`config.mk`:
```
export PLATFORM = sky130hd
export DESIGN_NAME = htp_ctrl
export DESIGN_NICKNAME = d
export VERILOG_FILES = /design/src/htp_pkg.sv /design/src/htp_ctrl.sv
export SDC_FILE = /design/constraint.sdc
export NUM_CORES = 1
export LEC_CHECK = 0
export ABC_AREA = 1
export BUFFER_PORTS_ARGS = -buffer_cell sky130_fd_sc_hd__buf_4
export CORE_AREA = 8 8 45 47
export CTS_CLUSTER_DIAMETER = 30
export DETAILED_ROUTE_END_ITERATION = 10
export DIE_AREA = 0 0 53 55
export GPL_ROUTABILITY_DRIVEN = 0
export PLACE_DENSITY = 0.71
export SYNTH_ARGS = -nofsm -noshare
export SYNTH_HDL_FRONTEND = slang
export SYNTH_SLANG_ARGS = --single-unit
```
`constraint.sdc`:
```
create_clock -name clk -period 1.8 [get_ports clk]
set_input_delay 0.18 -clock clk [delete_from_list [all_inputs] [get_ports clk]]
set_output_delay 0.18 -clock clk [all_outputs]
set_load 0.05 [all_outputs]
```
`src/htp_pkg.sv`:
```
// ----------------------------------------------------------------------------
// htp_pkg
// shared codes, hash constants and controller/datapath interface types
// ----------------------------------------------------------------------------
package htp_pkg;

    // operation codes
    localparam logic [1:0] FN_INSERT = 2'd0;
    localparam logic [1:0] FN_LOOKUP = 2'd1;
    localparam logic [1:0] FN_DELETE = 2'd2;

    // slot states
    localparam logic [1:0] SLOT_EMPTY   = 2'd0;
    localparam logic [1:0] SLOT_DELETED = 2'd1;
    localparam logic [1:0] SLOT_USED    = 2'd2;

    // result codes
    localparam logic [1:0] RES_HIT  = 2'd0;
    localparam logic [1:0] RES_NEW  = 2'd1;
    localparam logic [1:0] RES_MISS = 2'd2;
    localparam logic [1:0] RES_FULL = 2'd3;

    // murmur2 mixing, seed 0, length 4
    localparam logic [31:0] MIX_M   = 32'h5bd1e995;
    localparam logic [31:0] H_INIT  = 32'h6f47a654;   // 4 * MIX_M, low 32 bits
    localparam int          SHIFT_K = 24;
    localparam int          SHIFT_A = 13;
    localparam int          SHIFT_B = 15;

    localparam int KEY_W = 32;
    localparam int VAL_W = 32;

    // controller to datapath
    typedef struct packed {
        logic       clr_wr;
        logic       item_ld;
        logic       mul1;
        logic       mul2;
        logic       mul3;
        logic       home_ld;
        logic       rd_en;
        logic       adv;
        logic       wr_ins;
        logic       wr_del;
        logic       occ_inc;
        logic       occ_dec;
        logic       res_ld;
        logic [1:0] res_status;
        logic       res_hit_val;
        logic       out_ld;
    } cmd_t;

    // datapath to controller
    typedef struct packed {
        logic       clr_last;
        logic [1:0] func;
        logic       occ_full;
        logic       slot_empty;
        logic       slot_used;
        logic       key_eq;
        logic       wrap;
        logic       out_free;
    } sts_t;

endpackage

```
`src/htp_ctrl.sv`:
```
// ----------------------------------------------------------------------------
// htp_ctrl
// controller: clearing pass, hash sequencing, probe loop and result handoff
// ----------------------------------------------------------------------------
module htp_ctrl
    import htp_pkg::*;
(
    input  logic clk,
    input  logic rst_n,
    input  logic s_tvalid,
    output logic s_tready,
    input  sts_t sts,
    output cmd_t cmd
);

    typedef enum logic [3:0] {
        S_CLEAR,
        S_IDLE,
        S_MUL1,
        S_MUL2,
        S_MUL3,
        S_HOME,
        S_READ,
        S_CHECK,
        S_OUT
    } state_t;

    state_t state_reg;
    state_t state_next;
    logic   is_insert;
    logic   is_delete;
    logic   is_search;

    assign is_insert = (sts.func == FN_INSERT);
    assign is_delete = (sts.func == FN_DELETE);
    assign is_search = (sts.func == FN_LOOKUP) || is_delete;

    always_comb
    begin
        cmd        = '0;
        state_next = state_reg;
        unique case (state_reg)
            S_CLEAR:
            begin
                cmd.clr_wr = 1'b1;
                if (sts.clr_last)
                begin
                    state_next = S_IDLE;
                end
            end
            S_IDLE:
            begin
                if (s_tvalid)
                begin
                    cmd.item_ld = 1'b1;
                    state_next  = S_MUL1;
                end
            end
            S_MUL1:
            begin
                cmd.mul1   = 1'b1;
                state_next = S_MUL2;
            end
            S_MUL2:
            begin
                cmd.mul2   = 1'b1;
                state_next = S_MUL3;
            end
            S_MUL3:
            begin
                cmd.mul3   = 1'b1;
                state_next = S_HOME;
            end
            S_HOME:
            begin
                cmd.home_ld = 1'b1;
                if (is_insert && sts.occ_full)
                begin
                    cmd.res_ld     = 1'b1;
                    cmd.res_status = RES_FULL;
                    state_next     = S_OUT;
                end
                else if (!is_insert && !is_search)
                begin
                    cmd.res_ld     = 1'b1;
                    cmd.res_status = RES_MISS;
                    state_next     = S_OUT;
                end
                else
                begin
                    state_next = S_READ;
                end
            end
            S_READ:
            begin
                cmd.rd_en  = 1'b1;
                state_next = S_CHECK;
            end
            S_CHECK:
            begin
                if (is_insert)
                begin
                    if (sts.slot_used && sts.key_eq)
                    begin
                        // update in place
                        cmd.wr_ins     = 1'b1;
                        cmd.res_ld     = 1'b1;
                        cmd.res_status = RES_HIT;
                        state_next     = S_OUT;
                    end
                    else if (!sts.slot_used)
                    begin
                        cmd.wr_ins     = 1'b1;
                        cmd.occ_inc    = 1'b1;
                        cmd.res_ld     = 1'b1;
                        cmd.res_status = RES_NEW;
                        state_next     = S_OUT;
                    end
                    else
                    begin
                        cmd.adv = 1'b1;
                        if (sts.wrap)
                        begin
                            cmd.res_ld     = 1'b1;
                            cmd.res_status = RES_FULL;
                            state_next     = S_OUT;
                        end
                        else
                        begin
                            state_next = S_READ;
                        end
                    end
                end
                else
                begin
                    if (sts.slot_empty)
                    begin
                        cmd.res_ld     = 1'b1;
                        cmd.res_status = RES_MISS;
                        state_next     = S_OUT;
                    end
                    else if (sts.slot_used && sts.key_eq)
                    begin
                        cmd.res_ld      = 1'b1;
                        cmd.res_status  = RES_HIT;
                        cmd.res_hit_val = 1'b1;
                        cmd.wr_del      = is_delete;
                        cmd.occ_dec     = is_delete;
                        state_next      = S_OUT;
                    end
                    else
                    begin
                        cmd.adv = 1'b1;
                        if (sts.wrap)
                        begin
                            cmd.res_ld     = 1'b1;
                            cmd.res_status = RES_MISS;
                            state_next     = S_OUT;
                        end
                        else
                        begin
                            state_next = S_READ;
                        end
                    end
                end
            end
            S_OUT:
            begin
                if (sts.out_free)
                begin
                    cmd.out_ld = 1'b1;
                    state_next = S_IDLE;
                end
            end
            default:
            begin
                state_next = S_IDLE;
            end
        endcase
    end

    always_ff @(posedge clk or negedge rst_n)
    begin
        if (!rst_n)
        begin
            state_reg <= S_CLEAR;
        end
        else
        begin
            state_reg <= state_next;
        end
    end

    assign s_tready = (state_reg == S_IDLE);

endmodule

```
==> results.ini <==
[outcome]
outcome=finished clean

[pwr]
power_switching_share_pct=60.1
ir_worst_vdd_mv=0.459
p_leak_nw=0.430
power_frac_seq_pct=16.5
powerDensity_nw_per_um2=1470
p_sw_mw=0.658
intPower_mw=0.437
p_comb_share_pct=73.7
p_clk_share_pct=9.7

[clocking]
clockRootBuffer=clkbuf_4
cts_tree=yes
clk-insertion-delay-late_ns=0.23
numCtsBuffers=3
clockBufferDepth=2
htree_num_levels=1
cts.repair.resized=0
cts_setup_buffers=0
clock_sinks=4
clkTransAtPathRegs_ns=0.03

[die]
die_y_um=55
initial_core_util_pct=34.1
fp.coreArea_sq_um=1380
dieWidth_um=53
io_pins=30
num_rows=14
dieArea_sq_um=2920

[cells_and_area]
antenna_cells=0
drive_gt1_share_pct=34.8
largest_register_ffs=4
fin_cells=131
syn_to_final_growth_pct=57.6
design_area_sq_um=743
num-nets-final=129

[critical_path]
crit_buf_inv=3
crit_path_start_kind=register
end_kind=output pin
critical_path_class=register to output pin
worst_ep_arrival_time_ns=1.51
cp_cell_sequence=inv_1 -> nand2_1 -> nor2_4 -> inv_1 -> nor4_4 -> buf_4
cp_max_fo=6
cpLargestDelayFamily=simple AND/OR/NAND/NOR gates
rrSetupSlack_ns=0.54
crit_top_cell=inv_1
crit_required_ns=1.62
crit_slowest_cell=dfrtp_1
slowest_delay_ns=0.38

[hold_path]
hold_class=primary input to register

[placed_design]
placed_cell_area_sq_um=711
hpwl_mm=1.29
io_buffers=29
dp_slack_ns=0.342
placed_cells=127

[grt]
antenna_found_initial=0
track_usage_pct=11.6
grt_pass1_vias=631
gr-total-overflow=0
grt_max_degree=8
grt_pass1_wl_mm=2.62

[route]
routed_via_density=4.86
drc=0
wl_per_cell_um=11.4
vias=637
drt_wl_total_mm=1.50
dr.pass1.iters=4
drtIter0Drc=5
postRouteAntennaNets=0

[logic_synthesis]
syn-mean-instance-area_sq_um=5.68
syn-num-nets=95
synthCells=83
synthDistinctLibCells=18
ys_seq_elements=4
synthesis.area_sq_um=472
ys_seq_area_share_pct=21.2
yosys_warnings=0

[timing]
relSlewSlack_pct=82.4
timing_hold_violations_final=0
rsz0062_at_grt=true
fmax_mhz=593
setup_ws_ns=0.113
fin_crit_ns=1.69
setup_violations=0
worst_pin_slew_ns=0.262
min_period_over_period_pct=93.7
finClkSkew_ns=0.00109
drv_slew=0

[flow_run]
maxCapViolations=0

-- through the flow --
stage               TNS (ns)  hold slack, ns  total power, mW  util [%]
finish                     0           0.237             1.10      53.7
global route         -0.0140           0.267             1.19      53.7
CTS                        0           0.237             1.10      53.7
detailed placement         0         -0.0213            0.992      51.4
global placement           0         -0.0212            0.988      51.4
floorplan             -0.934          -0.116            0.768         -
-- tightest hold or removal path: cells and delay by family --
kind            cells  cell delay, ns
simple gates        1            0.06
compound gates      1            0.09
buf+inv             1            0.10
-- cell usage after synthesis, drive strengths merged --
| library cell | number | area, sq um |
|---|---|---|
| a21oi | 2 | 10.0 |
| a31oi | 1 | 6.26 |
| and2 | 1 | 6.26 |
| buf | 1 | 7.51 |
| dfrtp | 4 | 100 |
| inv | 16 | 60.1 |
| nand2 | 23 | 86.3 |
| nand3 | 10 | 50.1 |
| nor2 | 16 | 70.1 |
| nor3 | 3 | 30.0 |
| nor4 | 3 | 25.0 |
| o21ai | 1 | 5.00 |
| o221ai | 1 | 8.76 |
| o22ai | 1 | 6.26 |
-- path summary, 6_finish.rpt --
check | cells after the start | from | to
max | 6 | state_reg[3] | cmd[5]
min | 3 | sts[1] | state_reg[3]
max reg2reg | 8 | state_reg[3] | state_reg[1]
min reg2reg | 1 | state_reg[0] | state_reg[0]
max in group asynchronous | 2 | rst_n | state_reg[1]
min in group asynchronous | 2 | rst_n | state_reg[0]
-- final cells by class --
type	count	area, sq um
clock buffers	3	22.5
fillers	158	641
inverters	16	60.1
multi-input cells	62	313
flip-flops and latches	4	100
well taps	16	20.0
repair buffers	30	228
-- routing by layer --
layer / GRT usage [%] / up-vias / part of all wire (%)
met1: 11.6 / 275 / 38
met5: 0 / - / 0
met4: 5.17 / 0 / 0.53
met2: 20.7 / 30 / 49
met3: 4.81 / 2 / 12
li1: - / 330 / -
-- cells by family (layout without fill, tap and decap cells) --
logic type | Yosys count | in the layout | synth area share, %
AND/OR/NAND/NOR | 56 | 56 | 56.8
buffers and inverters | 17 | 49 | 14.3
AO/OA/AOI/OAI | 6 | 6 | 7.69
flip-flops | 4 | 4 | 21.2
-- cells in the final DEF, fill, tap and decap left out --
cell and n:
dlygate4sd3_1 1, and2_1 1, a21oi_1 2, nor3_2 3, o21ai_1 1, nor2_2 1
nor2_1 14, dfrtp_1 4, inv_1 14, inv_2 2, nand3_1 10, o22ai_1 1
a31oi_1 1, clkbuf_4 3, nor4_4 1, nor2_4 1, o221ai_1 1, nor4_1 2
nand2_1 23, buf_4 29
-- power by group through the flow --
stage                     clock network (mW)  registers [mW]  logic [mW]
after floorplan                            0           0.172       0.596
after global placement                     0           0.180       0.808
after detailed placement                   0           0.180       0.812
after CTS                              0.110           0.179       0.814
after global routing                   0.113           0.187       0.892
final                                  0.106           0.181       0.808
-- repair_timing --
| item | CTS | global route |
|---|---|---|
| endpoints found under the setup margin | 0 | 2 |
| hold buffers | 1 | 0 |
| hold endpoints to repair | 4 | 0 |
No activity file was read; power rests on OpenSTA's default activity.
